$ cat src/hdl/sfd_pkg.sv
`default_nettype none

package sfd_pkg;

  // Frame layout: two start bytes, twelve payload bytes, one checksum byte
  localparam int unsigned POS_W       = 4;
  localparam int unsigned BODY_FIRST  = 2;
  localparam int unsigned BODY_LAST   = 13;
  localparam int unsigned BODY_BYTES  = BODY_LAST - BODY_FIRST + 1;
  localparam int unsigned RESULT_W    = 8 * BODY_BYTES;
  localparam logic [POS_W-1:0] CHECK_POS = POS_W'(14);

  // Configuration register indexes
  localparam logic CFG_FIRST_SYNC  = 1'b0;
  localparam logic CFG_SECOND_SYNC = 1'b1;

  typedef enum logic [1:0] {
    PH_HUNT  = 2'd0,
    PH_SYNC1 = 2'd1,
    PH_BODY  = 2'd2
  } phase_t;

  // Frame check outcome handed from the parser to the output stage
  typedef struct packed {
    logic                ok;
    logic [RESULT_W-1:0] data;
  } frame_result_t;

endpackage

`default_nettype wire

$ cat src/hdl/sfd_parser.sv
`default_nettype none

module sfd_parser (
  input  wire logic                  clk,
  input  wire logic                  rst,
  input  wire logic                  take,
  input  wire logic [7:0]            rx_byte,
  input  wire logic [7:0]            first_sync,
  input  wire logic [7:0]            second_sync,
  output sfd_pkg::frame_result_t     result
);
  import sfd_pkg::*;

  phase_t           phase;
  phase_t           phase_next;
  logic [POS_W-1:0] pos;
  logic [POS_W-1:0] pos_next;
  logic [7:0]       sum;
  logic [7:0]       sum_next;
  logic             body_store;
  logic             frame_good;
  logic [7:0]       body [BODY_FIRST:BODY_LAST];

  always_comb begin
    phase_next = phase;
    if (take) begin
      unique case (phase)
        PH_SYNC1: begin
          if (rx_byte == second_sync) begin
            phase_next = PH_BODY;
          end else if (rx_byte == first_sync) begin
            phase_next = PH_SYNC1;
          end else begin
            phase_next = PH_HUNT;
          end
        end
        PH_BODY: begin
          if (pos == CHECK_POS) begin
            phase_next = PH_HUNT;
          end
        end
        default: begin
          phase_next = (rx_byte == first_sync) ? PH_SYNC1 : PH_HUNT;
        end
      endcase
    end
  end

  always_comb begin
    pos_next   = pos;
    sum_next   = sum;
    body_store = 1'b0;
    frame_good = 1'b0;
    if (take) begin
      unique case (phase)
        PH_SYNC1: begin
          if (rx_byte == second_sync) begin
            pos_next = pos + POS_W'(1);
            sum_next = sum + rx_byte;
          end else if (rx_byte == first_sync) begin
            // restart on a repeated first start byte
            pos_next = POS_W'(1);
            sum_next = rx_byte;
          end else begin
            pos_next = '0;
            sum_next = '0;
          end
        end
        PH_BODY: begin
          if (pos == CHECK_POS) begin
            frame_good = (rx_byte == sum);
            pos_next   = '0;
            sum_next   = '0;
          end else begin
            body_store = 1'b1;
            pos_next   = pos + POS_W'(1);
            sum_next   = sum + rx_byte;
          end
        end
        default: begin
          if (rx_byte == first_sync) begin
            pos_next = POS_W'(1);
            sum_next = rx_byte;
          end else begin
            pos_next = '0;
            sum_next = '0;
          end
        end
      endcase
    end
  end

  always_ff @(posedge clk) begin
    if (rst) begin
      phase <= PH_HUNT;
      pos   <= '0;
      sum   <= '0;
    end else begin
      phase <= phase_next;
      pos   <= pos_next;
      sum   <= sum_next;
    end
  end

  // Payload bytes land at their frame position; start bytes are never read
  for (genvar i = BODY_FIRST; i <= BODY_LAST; i++) begin : g_body
    always_ff @(posedge clk) begin
      if (body_store && (pos == POS_W'(i))) begin
        body[i] <= rx_byte;
      end
    end
    assign result.data[8*(i-BODY_FIRST) +: 8] = body[i];
  end

  assign result.ok = frame_good;

  a_hunt_clear: assert property (@(posedge clk) disable iff (rst)
    (phase == PH_HUNT) |-> (pos == '0) && (sum == '0))
    else $error("hunt phase with stale position or sum");

  a_sync1_pos: assert property (@(posedge clk) disable iff (rst)
    (phase == PH_SYNC1) |-> (pos == POS_W'(1)))
    else $error("first start byte seen but position is not one");

  a_body_pos: assert property (@(posedge clk) disable iff (rst)
    (phase == PH_BODY) |-> (pos >= POS_W'(BODY_FIRST)) && (pos <= CHECK_POS))
    else $error("body position out of frame");

  a_good_at_check: assert property (@(posedge clk) disable iff (rst)
    result.ok |-> take && (phase == PH_BODY) && (pos == CHECK_POS))
    else $error("frame accepted away from the checksum byte");

  a_good_ends_frame: assert property (@(posedge clk) disable iff (rst)
    result.ok |=> (phase == PH_HUNT))
    else $error("hunting did not resume after a good frame");

endmodule

`default_nettype wire

$ cat src/hdl/status_frame_deframer_unit.sv
`default_nettype none

// Channel  | Dir | Handshake          | Payload
// s_       | in  | s_tvalid/s_tready  | s_tdata: rx_byte
// m_       | out | m_tvalid/m_tready  | m_tdata: decoded status frame
// cfg_     | in  | cfg_we             | cfg_index, cfg_data: start byte values
//
// One received byte per cycle while s_tready is high; each byte updates the hunt
// state in the cycle it is accepted. A good frame shows on m_ the cycle after its
// checksum byte. The output register lets s_ run on while m_tready is high, and
// s_tready drops only while a result is held and m_tready is low.
// Reset (rst, synchronous) clears both start bytes to zero and returns to hunting.
module status_frame_deframer_unit (
  input  wire logic                         clk,
  input  wire logic                         rst,
  input  wire logic                         s_tvalid,
  output logic                              s_tready,
  input  wire logic [7:0]                   s_tdata,   // [7:0] rx_byte
  output logic                              m_tvalid,
  input  wire logic                         m_tready,
  // [7:0] command_result, [15:8] linear_speed, [23:16] angular_speed,
  // [31:24] obstacle, [39:32] error_code, [47:40] motion_status,
  // [55:48] message_id, [87:56] travelled_distance, [95:88] reserved_byte
  output logic [sfd_pkg::RESULT_W-1:0]      m_tdata,
  input  wire logic                         cfg_we,
  input  wire logic                         cfg_index,
  input  wire logic [7:0]                   cfg_data
);
  import sfd_pkg::*;

  logic          take;
  logic [7:0]    first_sync;
  logic [7:0]    second_sync;
  frame_result_t result;

  assign s_tready = !m_tvalid || m_tready;
  assign take     = s_tvalid && s_tready;

  always_ff @(posedge clk) begin
    if (rst) begin
      first_sync  <= '0;
      second_sync <= '0;
    end else if (cfg_we) begin
      unique case (cfg_index)
        CFG_FIRST_SYNC:  first_sync  <= cfg_data;
        CFG_SECOND_SYNC: second_sync <= cfg_data;
        default:         ;
      endcase
    end
  end

  sfd_parser u_parser (
    .clk         (clk),
    .rst         (rst),
    .take        (take),
    .rx_byte     (s_tdata),
    .first_sync  (first_sync),
    .second_sync (second_sync),
    .result      (result)
  );

  // Hold the result until the transfer completes
  always_ff @(posedge clk) begin
    if (rst) begin
      m_tvalid <= 1'b0;
    end else if (result.ok) begin
      m_tvalid <= 1'b1;
    end else if (m_tready) begin
      m_tvalid <= 1'b0;
    end
  end

  always_ff @(posedge clk) begin
    if (result.ok) begin
      m_tdata <= result.data;
    end
  end

endmodule

`default_nettype wire
$ cat config.mk
export PLATFORM = sky130hd
export DESIGN_NAME = status_frame_deframer_unit
export DESIGN_NICKNAME = d
export VERILOG_FILES = /design/src/hdl/sfd_pkg.sv /design/src/hdl/sfd_parser.sv /design/src/hdl/status_frame_deframer_unit.sv
export SDC_FILE = /design/constraint.sdc
export NUM_CORES = 1
export LEC_CHECK = 0
export CAP_MARGIN = 25
export CORE_MARGIN = 5
export CORE_UTILIZATION = 52
export CTS_BUF_LIST = sky130_fd_sc_hd__clkbuf_8
export DETAILED_ROUTE_END_ITERATION = 10
export DONT_BUFFER_PORTS = 1
export PLACE_DENSITY = 0.73
export SETUP_SLACK_MARGIN = 0.4
export SYNTH_ARGS = -nofsm -noshare
export SYNTH_HDL_FRONTEND = slang
export SYNTH_HIERARCHICAL = 1
export SYNTH_SLANG_ARGS = --single-unit
$ cat constraint.sdc
create_clock -name clk -period 3.23 [get_ports clk]
set_clock_uncertainty 0.1 [all_clocks]
set_input_delay 0.646 -clock clk [delete_from_list [all_inputs] [get_ports clk]]
set_output_delay 0.646 -clock clk [all_outputs]
set_load 0.01 [all_outputs]
Yosys cells after proc, flatten, opt, wreduce, memory -nomap -nowiden
Memory sizes are Yosys's and may differ from the RTL's. A register that Yosys moved wholly into a read port is not among the register bits.
Index checks and enable logic that the tools add are counted.
- flip-flop bits (word level): 31
- memory bits (writable): 96
- output and inout bits: 98
- word-level logic and storage cells: 136
- memories kept: 1
- input port bits: 22
- bitwise logic cells: 1
- add/subtract/negate cells: 2
- equal/unequal tests: 19
- reductions and logical operators: 30
- multiplexer cells: 77
- memories (name ; depth ; bits a word ; read ports ; clocked after memory_dff ; write ports ; line ; text):
    u_parser.body ; 12 ; 8 ; 12 ; 12 ; 1 ; sfd_parser.sv:22 ; logic [7:0] body [BODY_FIRST:BODY_LAST];
- operator list (operator ; number):
    8-bit two-way mux ; 14
    8-bit OR reduction ; 11
    4-bit two-way mux ; 13
    1-bit two-way mux ; 45
    4-bit equality test (second input constant) ; 7
    8-bit equality test ; 3
    4-bit by 3-bit equality test with 1-bit output (second input constant) ; 4
    8-bit one-hot mux with 2 select lines ; 1
    1-bit logical AND ; 13
    8-bit adder ; 1
    4-bit by 2-bit equality test with 1-bit output (second input constant) ; 2
    4-bit one-hot mux with 2 select lines ; 1
    2-bit AND reduction ; 3
    4-bit by 1-bit adder with 4-bit output (second input constant) ; 1
    2-bit two-way mux ; 2
    2-bit one-hot mux with 2 select lines ; 1
    2-bit by 1-bit equality test with 1-bit output (second input constant) ; 1
    2-bit equality test (second input constant) ; 1
    2-bit by 1-bit != test with 1-bit output (second input constant) ; 1
    2-bit nonzero test ; 1
    1-bit zero test ; 1
    1-bit logical OR ; 1
    1-bit NOT ; 1

Depth between registers and ports, before layout
Gate-level depths: netlist of the first run.
- word-level depth: 19
- depth in mapped cells: 8
- mapped depth without buffers: 7

Hierarchy
Netlist of the first run, hierarchy kept.
- by module, submodules not included (module ; area each (um^2) ; cells an instance ; times used):
    sfd_parser ; 4285.4 ; 260 ; 1
    status_frame_deframer_unit ; 3661.0 ; 163 ; 1

Worst setup path before layout of the first run
No wires, ideal clock.
- kind: input port to flip-flop
- from: input port s_tdata[4]
- to: register m_tdata[0] (netlist bit) (read register of u_parser.body), enable pin
- cell stages on the path: 6
- library setup time: 0.387 ns
- slack: 0.107 ns
- data arrival time: 2.636 ns
- cells stage by stage: ha_1 clkbuf_1 or4_1 nor3b_1 and4_1 buf_4
- longest elaborated chain between the ends: 4
- RTL lines (item ; line ; text):
    from (decl) ; status_frame_deframer_unit.sv:18 ; input wire logic [7:0] s_tdata,
    8-bit equality test ; sfd_parser.sv:71 ; frame_good = (rx_byte == sum);
    1-bit two-way mux ; sfd_parser.sv:70 ; if (pos == CHECK_POS) begin
    1-bit two-way mux ; sfd_parser.sv:55 ; unique case (phase)
    1-bit two-way mux ; sfd_parser.sv:54 ; if (take) begin
    net u_parser.frame_good ; sfd_parser.sv:21 ; logic frame_good;
    to (decl) ; status_frame_deframer_unit.sv:24 ; output logic [sfd_pkg::RESULT_W-1:0] m_tdata,
The timed path passes the listed nets, and every way through them passes these cells.
A chain may end at the register's enable or synchronous reset.

==> results of run 1 <==
[power groups by stage]
stage,logic [µW],registers (µW),clock network [µW]
after detailed placement,86.4,3180,0
final,86.8,3120,2130
after CTS,86.8,3120,2210
after global placement,83.9,3180,0
after global routing,95.8,3120,2370
after floorplan,81.2,3180,0
[critical path, cell delays in order, from the launching register on]
cell     delay, ps
dfxtp_1        310
ha_1           380
or4_1          540
nor3b_1        230
and4_4         280
buf_12         330
[state kept, by name, summed over array words and instances (netlist names)]
register        cells
u_parser/body      96
second_sync         8
u_parser/pos        4
u_parser/phase      2
u_parser/sum        8
first_sync          8
m_tdata            96
m_tvalid            1
[cell type report]
| cell class | count | share of cell area |
|---|---|---|
| repair buffers | 2 | 0.003137 |
| clock inverters | 25 | 0.01383 |
| multi-input cells | 177 | 0.1634 |
| clock buffers | 38 | 0.05960 |
| well taps | 188 | 0.02680 |
| inverters | 13 | 0.005560 |
| flip-flops and latches | 223 | 0.7277 |
[how the worst min path moves through the flow]
stage	slack [ps]	endpoint	from	cells after the start
final	100	m_tvalid$_SDFFE_PP0P_	rst	1
after global routing	70	u_parser/phase[0]$_SDFFE_PP0P_	rst	1
after CTS	60	m_tvalid$_SDFFE_PP0P_	rst	1
after detailed placement	300	m_tdata[25]$_DFFE_PP_	u_parser/body[0][25]$_DFFE_PP_	0
after global placement	300	m_tdata[28]$_DFFE_PP_	u_parser/body[0][28]$_DFFE_PP_	0
after floorplan	300	m_tdata[0]$_DFFE_PP_	u_parser/body[0][0]$_DFFE_PP_	0
[through the flow]
step / utilization / hold WS, ps / setup slack [ps] / cell area, µm²
2_1_floorplan: - / 300.3 / 437.3 / 7959
3_3_place_gp: 0.5389 / 302.4 / 391.8 / 8132
3_5_place_dp: 0.5389 / 304.5 / 337.2 / 8132
4_1_cts: 0.5816 / 56.42 / 709.1 / 8776
5_1_grt: 0.5816 / 67.57 / 601.2 / 8776
6_report: 0.5816 / 95.55 / 698.7 / 8776
[layer usage]
layer | global-route usage | part of all wire
met5 | 0 | 0
met4 | 0.06514 | 0.017
met3 | 0.05211 | 0.084
met2 | 0.2551 | 0.49
met1 | 0.2059 | 0.41
[cell families after synthesis]
family	share of synthesized area
muxes	0.02189
xor gates and xnor gates	0.02315
buffers and inverters	0.01622
DFF	0.8037
adders and majority gates	0.02299
AOI/OAI and AO/OA	0.03385
and+or+nand+nor	0.07826
[layout by cell type, fill, tap and decap left out, types with 2 or more instances in the layout]
| cell | n |
|---|---|
| edfxtp_1 | 192 |
| clkbuf_8 | 38 |
| dfxtp_1 | 31 |
| inv_1 | 22 |
| and2_1 | 19 |
| nand2b_1 | 18 |
| xnor2_1 | 17 |
| mux2i_1 | 16 |
| ha_1 | 13 |
| a21oi_1 | 7 |
| clkinv_2 | 7 |
| nand3_1 | 7 |
| a221o_1 | 7 |
| nor3_1 | 6 |
| nand2b_2 | 5 |
| clkinv_1 | 5 |
| and3_1 | 5 |
| nand4_1 | 5 |
| nand2_1 | 5 |
| nor2_1 | 5 |
| nand2b_4 | 4 |
| xor2_1 | 4 |
| inv_8 | 2 |
| nor2b_1 | 2 |
| o41ai_1 | 2 |
| o211ai_1 | 2 |
| a21o_1 | 2 |
==> metrics.md, run 1 <==
| Metric | Value |
|---|---|
| Status | `finished clean` |
| GRT Total Usage | `0.1605` |
| Max Cap Violations | `0` |
| Synth top area share | `0.7256` |
| Critical path class | `register to register` |
| Placer Congestion | `0.7906` |
| CP arrival | `2610 ps` |
| Total grt overflow | `0` |
| Largest net degree at the start of global routing | `between 70 and 80` |
| H-Tree Depth | `2` |
| Worst Tran Pin Value | `~550 ps` |
| I/O pin count | `120` |
| VDD IR max | `approximately 0.00027 V` |
| Required @ worst endpoint | `3310 ps` |
| DR vias | `roughly 3700` |
| Int Pwr | `between 4000 and 5000 µW` |
| Num CTS Buffers | `35` |
| Sink Count | `roughly 220` |
| Async SR Flop Fraction | `0` |
| Global-route wire length before repair | `~22000 µm` |
| Worst R2R Setup Slack | `about 700 ps` |
| Critical Path End | `m_tdata[65]$_DFFE_PP_` |
| Slew Viols, Final | `0` |
| Sequential share of power | `0.584` |
| Synth cell count leaders | `edfxtp_1 (192), dfxtp_1 (31), and2_1 (19)` |
| Comb power frac | `0.016` |
| Final TNS setup | `0 ps` |
| EDFF count, synth | `about 190` |
| Pwr Total | `5344 µW` |
| Most frequent cell after synthesis | `edfxtp_1` |
| Fill cells | `about 1200` |
| Layout area overhead | `10.44%` |
| Dpl cells | `roughly 600` |
| Initial antenna violation count | `0` |
| Yosys top cell by area | `edfxtp_1` |
| Share of cells above drive strength 1 | `0.1444` |
| Crit path from | `u_parser/sum[4]$_SDFFE_PP0P_` |
| HPWL after DPL | `8723 µm` |
| Core area | `around 15000 µm²` |
| Post-CTS sizing | `0` |
| IO buf count | `0` |
| FF-to-FF path depth | `5` |
| CP startpoint kind | `register` |
| Final net count | `roughly 490` |
| Worst rel slew slack | `0.6342` |
| Setup-violating endpoint count in the final report | `0` |
| Crit path capture type | `register` |
| Chip height | `between 100 and 150 µm` |
| HP Class | `input port to register` |
| Fmax | `~400 MHz` |
| Clock power share | `0.399` |
| Synth Instances | `roughly 420` |
| Reg-to-reg critical path endpoint | `m_tdata[65]$_DFFE_PP_` |
| Critical Path Fanout Max | `slightly below 80` |
| Minimum clock period | `2531 ps` |
| Seq/Total Area, Yosys | `0.8037` |
| DRC Markers | `0` |
| Register area | `around 6400 µm²` |
| Most used DFF post-synth | `edfxtp_1` |
| DRT Wirelength | `around 14000 µm` |
| Final worst-path cycle share | `0.7837` |
| 1st-iter DRT viols | `201` |
| Root buf cell | `clkbuf_8` |
| Switching fraction of total power | `0.2024` |
| Vias in the first global route | `between 3000 and 4000` |
| Initial core utilization | `0.5266` |
| Die X-Extent | `between 100 and 150 µm` |
| Syn Area/Cell | `18.79 µm²` |
| Final std cells w/o fill | `roughly 670` |
| Final Hold Fails | `0` |
| FP Rows | `45` |
| Ys Warns | `6` |
| Worst skew pair latency | `approximately 520 ps` |
| Initial DRT Pass Iterations | `4` |
| Total power per unit cell area | `608.9 nW/µm²` |
| Hold Buf Count CTS | `0` |
| Die area | `roughly 18000 µm²` |
| Vias per cell | `around 5.5` |
| Mapped Area | `7946 µm²` |
| Worst-path clk slew | `~60 ps` |
| Switching power | `approximately 1100 µW` |
| CTS tree | `built` |
| Synth area leaders | `edfxtp_1 (73%), dfxtp_1 (7.8%), ha_1 (2.0%), mux2i_1 (2.0%), xnor2_1 (1.9%)` |
| Leak pwr | `approximately 0.0030 µW` |
| RSZ-0062 raised after global routing | `no` |
| Post-synth net total | `between 400 and 500` |
| Post-DRT Antenna Nets | `0` |
| Postcts setup bufs | `0` |
| FF-to-FF Start | `u_parser/sum[4]$_SDFFE_PP0P_` |
| Bufs on Longest Clock Path | `3` |
| # diodes | `0` |
| Area occupied by multi-input gates | `1434 µm²` |
| Synth cell types | `between 50 and 60` |
| WL/cell | `between 20 and 25 µm` |
| #FFs+latches synth | `223` |
Power figures use the tool's default switching activity.
==> run 2, diff against run 1 <==
PLACE_DENSITY = 0.7   (was 0.73)
clock period = 2.45 ns   (was 3.23 ns; I/O delays follow)
==> run 2 against run 1 <==
Effect of this change: core utilization grew 4.7 points; maximum frequency grew 11%; first-iteration DRC count up 89%; non-clock buffer count grew 42.
==> metrics.md, run 2 (same netlist as run 1, synthesis figures left out) <==
| Metric | Value |
|---|---|
| Final net count | `530 (+8.6%)` |
| Switching fraction of total power | `0.2016 (-0.0008553)` |
| Layout area overhead | `19.41%` |
| VDD IR max | `0.0003434 V (+30%)` |
| Pre-CTS setup slack | `-5.204 ps (-342.4 ps)` |
| Die X-Extent | `133.6 µm (unchanged)` |
| Final TNS setup | `0 ps (unchanged)` |
| Slew Viols, Final | `0 (unchanged)` |
| CTS tree | `built` |
| Critical path class | `register to register` |
| Worst Tran Pin Value | `693.2 ps (+144.4 ps)` |
| FF-to-FF path depth | `7 (+2)` |
| GRT Total Usage | `0.1727 (+0.01218)` |
| Sequential share of power | `0.571 (-0.013)` |
| Chip height | `133.6 µm (unchanged)` |
| Vias per cell | `5.504 (+0.38%)` |
| Num CTS Buffers | `35 (unchanged)` |
| Worst rel slew slack | `0.5364 (-0.09780)` |
| Cell area after layout | `9489 µm² (+8.1%)` |
| Bufs on Longest Clock Path | `3 (unchanged)` |
| H-Tree Depth | `2 (unchanged)` |
| Top Registers | `m_tdata (96), u_parser/body (96)` |
| WL/cell | `22.51 µm (+6.8%)` |
| Max Cap Violations | `0 (unchanged)` |
| Int Pwr | `5756 µW (+35%)` |
| Root buf cell | `clkbuf_8` |
| # diodes | `0 (unchanged)` |
| Hold Path Sink | `u_parser/sum[5]$_SDFFE_PP0P_` |
| Comb power frac | `0.025 (+0.009)` |
| Final WS setup | `164.1 ps (-534.7 ps)` |
| Initial antenna violation count | `0 (unchanged)` |
| Leak pwr | `0.003254 µW (+9.5%)` |
| Initial DRT Pass Iterations | `5 (+1)` |
| Vias in the first global route | `3887 (+4.9%)` |
| Total power per unit cell area | `759.7 nW/µm² (+25%)` |
| Initial core utilization | `0.5266 (unchanged)` |
| Minimum clock period | `2286 ps (-245.3 ps)` |
| Clock power share | `0.404 (+0.005)` |
| Fmax | `437.5 MHz (+11%)` |
| FP Rows | `45 (unchanged)` |
| Area occupied by multi-input gates | `1555 µm² (+8.5%)` |
| RSZ-0062 raised after global routing | `yes` |
| Most frequent cells in the layout | `edfxtp_1 (192), clkbuf_8 (39), dfxtp_1 (27), inv_1 (24), nand2b_1 (18)` |
| Reg-to-reg critical path endpoint | `m_tdata[67]$_DFFE_PP_` |
| Hold path start | `s_tdata[5]` |
| Placer Congestion | `0.7732 (-2.2%)` |
| CP arrival | `2400 ps (-210 ps)` |
| Share of cells above drive strength 1 | `0.2336 (+0.08924)` |
| Post-DRT Antenna Nets | `0 (unchanged)` |
| Final Hold Fails | `0 (unchanged)` |
| Worst skew pair latency | `510 ps (about the same)` |
| Switching power | `1453 µW (+34%)` |
| Required @ worst endpoint | `2560 ps (-750 ps)` |
| Hold Crit Depth | `1 (unchanged)` |
| Worst-path clk slew | `60 ps (about the same)` |
| Worst R2R Setup Slack | `160 ps (-530 ps)` |
| Total grt overflow | `0 (unchanged)` |
| Commonest non-fill, non-tap cell in the layout | `edfxtp_1` |
| Die area | `17850 µm² (unchanged)` |
| Final worst-path cycle share | `0.9330 (+0.1494)` |
| Status | `finished clean` |
| DR vias | `3886 (+6.4%)` |
| 1st-iter DRT viols | `379 (+89%)` |
| Register area | `6394 µm² (+0.12%)` |
| Global-route wire length before repair | `23270 µm (+7.5%)` |
| I/O pin count | `120 (unchanged)` |
| DRC Markers | `0 (unchanged)` |
| HPWL after DPL | `8628 µm (-1.1%)` |
| CP startpoint kind | `register` |
| Dpl cell area | `8277 µm² (+1.8%)` |
| Sink Count | `223 (unchanged)` |
| FF-to-FF Start | `u_parser/sum[3]$_SDFFE_PP0P_` |
| Fill cells | `1038 (-10%)` |
| Crit path capture type | `register` |
| Largest net degree at the start of global routing | `34 (-56%)` |
| Critical Path Fanout Max | `11 (-86%)` |
| Setup-violating endpoint count in the final report | `0 (unchanged)` |
| DRT Wirelength | `15890 µm (+13%)` |
| HP Class | `input port to register` |
| Core area | `15090 µm² (unchanged)` |
| IO buf count | `0 (unchanged)` |
## run 2: changes by cell type in the layout (fill, tap and decap cells not counted), moves of 6 or more
cell / delta
buf_16: +6
buf_4: +11
clkinv_2: -6
dlygate4sd3_1: +11
ha_1: -6
buf_6: +8
## run 2: layout make-up
type                       instances  share of cell area
inverter                          13            0.005142
timing repair buffer              44             0.06276
clock inverter                    22             0.01305
multi-input combinational        177              0.1639
sequential                       223              0.6738
clock buffer                      39             0.05657
tap                              188             0.02479
## run 2: power by group through the flow
| stage | Clock, µW | Combinational (µW) | Sequential [µW] |
|---|---|---|---|
| 2_1_floorplan | 0 | 112 | 4190 |
| 3_3_place_gp | 0 | 119 | 4200 |
| 3_5_place_dp | 0 | 121 | 4200 |
| 4_1_cts | 2980 | 171 | 4120 |
| 5_1_grt | 3190 | 191 | 4110 |
| 6_report | 2910 | 179 | 4120 |
## run 2: worst max-delay path by stage
stage	from	to	slack, ps	depth (start not counted)
global route	u_parser/sum[1]$_SDFFE_PP0P_	m_tdata[48]$_DFFE_PP_	150	7
global placement	s_tdata[1]	m_tdata[3]$_DFFE_PP_	20	5
floorplan	s_tdata[4]	m_tdata[0]$_DFFE_PP_	40	6
finish	u_parser/sum[3]$_SDFFE_PP0P_	m_tdata[67]$_DFFE_PP_	160	7
detailed placement	s_tdata[1]	m_tdata[49]$_DFFE_PP_	-5	5
CTS	u_parser/sum[3]$_SDFFE_PP0P_	m_tdata[0]$_DFFE_PP_	170	7
## run 2: routing by layer
metal | vias to the layer above | share of wire | global-route usage
met4 | 0 | 0.018 | 0.05543
met5 | - | 0 | 0
met2 | 173 | 0.49 | 0.2847
met3 | 21 | 0.068 | 0.05325
met1 | 1912 | 0.42 | 0.2207
li1 | 1780 | - | -
## run 2: worst max-delay path: stages (launching register included)
cell and delay, ps:
dfxtp_2 340, ha_4 200, or4_4 530, nor3b_2 160, and4_4 280, buf_6 110
buf_12 120, buf_16 140
## run 2: repair_timing
item	CTS	global route
endpoints found under the setup margin	105	163
hold buffers	9	2
buffers inserted	9	6
gates resized for setup	19	20
endpoints found under the hold margin	103	2
cloned	5	2
pin swaps	8	13
## run 2: stage by stage
step,std cells,hold WS [ps],util,total power [µW]
floorplan,423,300.3,-,4307
global placement,612,301.1,0.5485,4315
detailed placement,612,304.5,0.5485,4318
CTS,696,0.6826,0.6169,7269
global route,706,4.268,0.6289,7498
finish,706,27.27,0.6289,7209
==> run 3, diff against run 2 <==
ABC_CLOCK_PERIOD_IN_PS = 2450   (was default)
BUFFER_PORTS_ARGS = -buffer_cell sky130_fd_sc_hd__buf_2   (was default)
DONT_BUFFER_PORTS = default   (was 1)
PLACE_DENSITY = 0.77   (was 0.7)
==> run 3 against run 2 <==
Effect of this change: global-route usage is 0.56 points higher; cell area is 5.8% higher; highest routed layer unchanged; sequential share of layout area is 3.7 points lower; critical path depth is 1 lower; clock power is 3% higher; combinational power is 26% higher.
==> metrics.md, run 3 (same netlist as run 1, synthesis figures left out) <==
| Metric | Value |
|---|---|
| Status | `finished clean` |
| Total power per unit cell area | `729.9 nW/µm² (-3.9%)` |
| DRT Wirelength | `16290 µm (+2.5%)` |
| Worst-path clk slew | `60 ps (about the same)` |
| Crit path from | `u_parser/sum[5]$_SDFFE_PP0P_` |
| IO buf count | `119 (+119)` |
| Worst Tran Pin Value | `533.8 ps (-159.4 ps)` |
| Die area | `17850 µm² (unchanged)` |
| Top Registers | `m_tdata (96), u_parser/body (96)` |
| RSZ-0062 raised after global routing | `yes` |
| Dpl cell area | `9032 µm² (+9.1%)` |
| Sink Count | `223 (unchanged)` |
| Slew Viols, Final | `0 (unchanged)` |
| Max Cap Violations | `0 (unchanged)` |
| DR vias | `4388 (+13%)` |
| Chip height | `133.6 µm (unchanged)` |
| Bufs on Longest Clock Path | `3 (unchanged)` |
| Leak pwr | `0.003716 µW (+14%)` |
| GRT Total Usage | `0.1783 (+0.005624)` |
| Largest net degree at the start of global routing | `28 (-18%)` |
| Cell area after layout | `10040 µm² (+5.8%)` |
| Vias per cell | `5.332 (-3.1%)` |
| HP Class | `input port to register` |
| Initial antenna violation count | `0 (unchanged)` |
| Critical Path End | `m_tdata[4]$_DFFE_PP_` |
| Core area | `15090 µm² (unchanged)` |
| WL/cell | `19.79 µm (-12%)` |
| Hold_ws | `172.2 ps (+144.9 ps)` |
| Post-DRT Antenna Nets | `0 (unchanged)` |
| Root buf cell | `clkbuf_8` |
| Num CTS Buffers | `34 (-2.9%)` |
| Global-route wire length before repair | `24450 µm (+5.1%)` |
| Fill cells | `959 (-7.6%)` |
| Final net count | `646 (+22%)` |
| DRC Markers | `0 (unchanged)` |
| Required @ worst endpoint | `2560 ps (about the same)` |
| Commonest non-fill, non-tap cell in the layout | `edfxtp_1` |
| Crit path capture type | `register` |
| FF-to-FF path depth | `6 (-1)` |
| Most frequent cells in the layout | `edfxtp_1 (192), buf_2 (119), clkbuf_8 (39), buf_4 (28), dfxtp_1 (25)` |
| Worst skew pair latency | `510 ps (about the same)` |
| Minimum clock period | `2306 ps (+19.79 ps)` |
| I/O pin count | `120 (unchanged)` |
| FP Rows | `45 (unchanged)` |
| Vias in the first global route | `4429 (+14%)` |
| FF-to-FF Start | `u_parser/sum[5]$_SDFFE_PP0P_` |
| Critical Path Fanout Max | `7 (-4)` |
| Placer Congestion | `0.8547 (+11%)` |
| Worst R2R Setup Slack | `140 ps (-20 ps)` |
| Fmax | `433.7 MHz (-0.86%)` |
| VDD IR max | `0.0002900 V (-16%)` |
| 1st-iter DRT viols | `291 (-23%)` |
| Dpl cells | `749 (+22%)` |
| Critical path class | `register to register` |
| CP startpoint kind | `register` |
| Final worst-path cycle share | `0.9411 (+0.008077)` |
| Total grt overflow | `0 (unchanged)` |
| H-Tree Depth | `2 (unchanged)` |
| Worst rel slew slack | `0.6441 (+0.1078)` |
| Initial DRT Pass Iterations | `5 (unchanged)` |
| # diodes | `0 (unchanged)` |
| Final Hold Fails | `0 (unchanged)` |
| CP arrival | `2420 ps (+20 ps)` |
| Share of cells above drive strength 1 | `0.3969 (+0.1633)` |
| Reg-to-reg critical path endpoint | `m_tdata[4]$_DFFE_PP_` |
| CTS tree | `built` |
| HPWL after DPL | `10490 µm (+22%)` |
| Setup-violating endpoint count in the final report | `0 (unchanged)` |
| Die X-Extent | `133.6 µm (unchanged)` |
| Final TNS setup | `0 ps (unchanged)` |
| Initial core utilization | `0.5266 (unchanged)` |
| Final std cells w/o fill | `823 (+17%)` |
| Layout area overhead | `26.37%` |
[run 3: cell types whose count changed in the layout (fill, tap and decap cells not counted), moves of 2 or more]
cell / change
buf_12: +4
buf_16: -4
buf_2: +119
dfxtp_1: -2
buf_4: +16
buf_8: -2
dlygate4sd3_1: -11
dfxtp_2: +2
buf_6: -6
[run 3: worst min path at each step]
stage	slack (ps)	startpoint	cells after the start	to
floorplan	300	u_parser/body[0][0]$_DFFE_PP_	0	m_tdata[0]$_DFFE_PP_
global placement	300	u_parser/body[0][23]$_DFFE_PP_	0	m_tdata[23]$_DFFE_PP_
detailed placement	300	u_parser/body[0][38]$_DFFE_PP_	0	m_tdata[38]$_DFFE_PP_
CTS	150	cfg_data[3]	3	first_sync[3]$_SDFFE_PP0P_
global route	160	cfg_data[3]	3	first_sync[3]$_SDFFE_PP0P_
finish	170	cfg_data[3]	3	first_sync[3]$_SDFFE_PP0P_
[run 3: what timing repair did]
action	in CTS	in global routing
endpoints found under the setup margin	98	156
pin swaps	7	6
hold buffers	0	0
buffers inserted	6	2
resized for setup	9	19
gates cloned	2	3
[run 3: worst max-delay path, cell delays in order, from the launching register on]
cell       delay [ps]
dfxtp_2           360
ha_4              200
or4_4             540
nor3b_2           170
and4_4            350
buf_12            150
clkbuf_16         140
[run 3: metrics by stage]
step / utilization / power, µW / setup slack, ps
after global routing: 0.6655 / 7603 / 118.5
after detailed placement: 0.5986 / 4412 / -125.3
after global placement: 0.5986 / 4404 / -105.7
final: 0.6655 / 7329 / 144.3
after CTS: 0.6546 / 7381 / 146.0
after floorplan: - / 4307 / 38.97
[run 3: layout make-up]
type	instances	area [µm²]	area share
Sequential cell	223	6396	0.6369
Multi-Input combinational cell	177	1579	0.1572
Timing Repair Buffer	161	1099	0.1094
Clock buffer	39	536.8	0.05345
Tap cell	188	235.2	0.02342
Clock inverter	22	147.6	0.01470
Inverter	13	48.80	0.004859
[run 3: where the power goes]
part,switching [µW],internal [µW],total (µW)
sequential,12.1,4100,4120
combinational,129,95.5,225
clock,1310,1670,2990
[run 3: per-layer routing]
metal,wire length (µm),track usage,vias up
li1,-,-,1996
met1,6647,0.2277,2176
met2,8258,0.3030,181
met3,1016,0.04494,35
met4,367,0.05486,0
met5,0,0,-
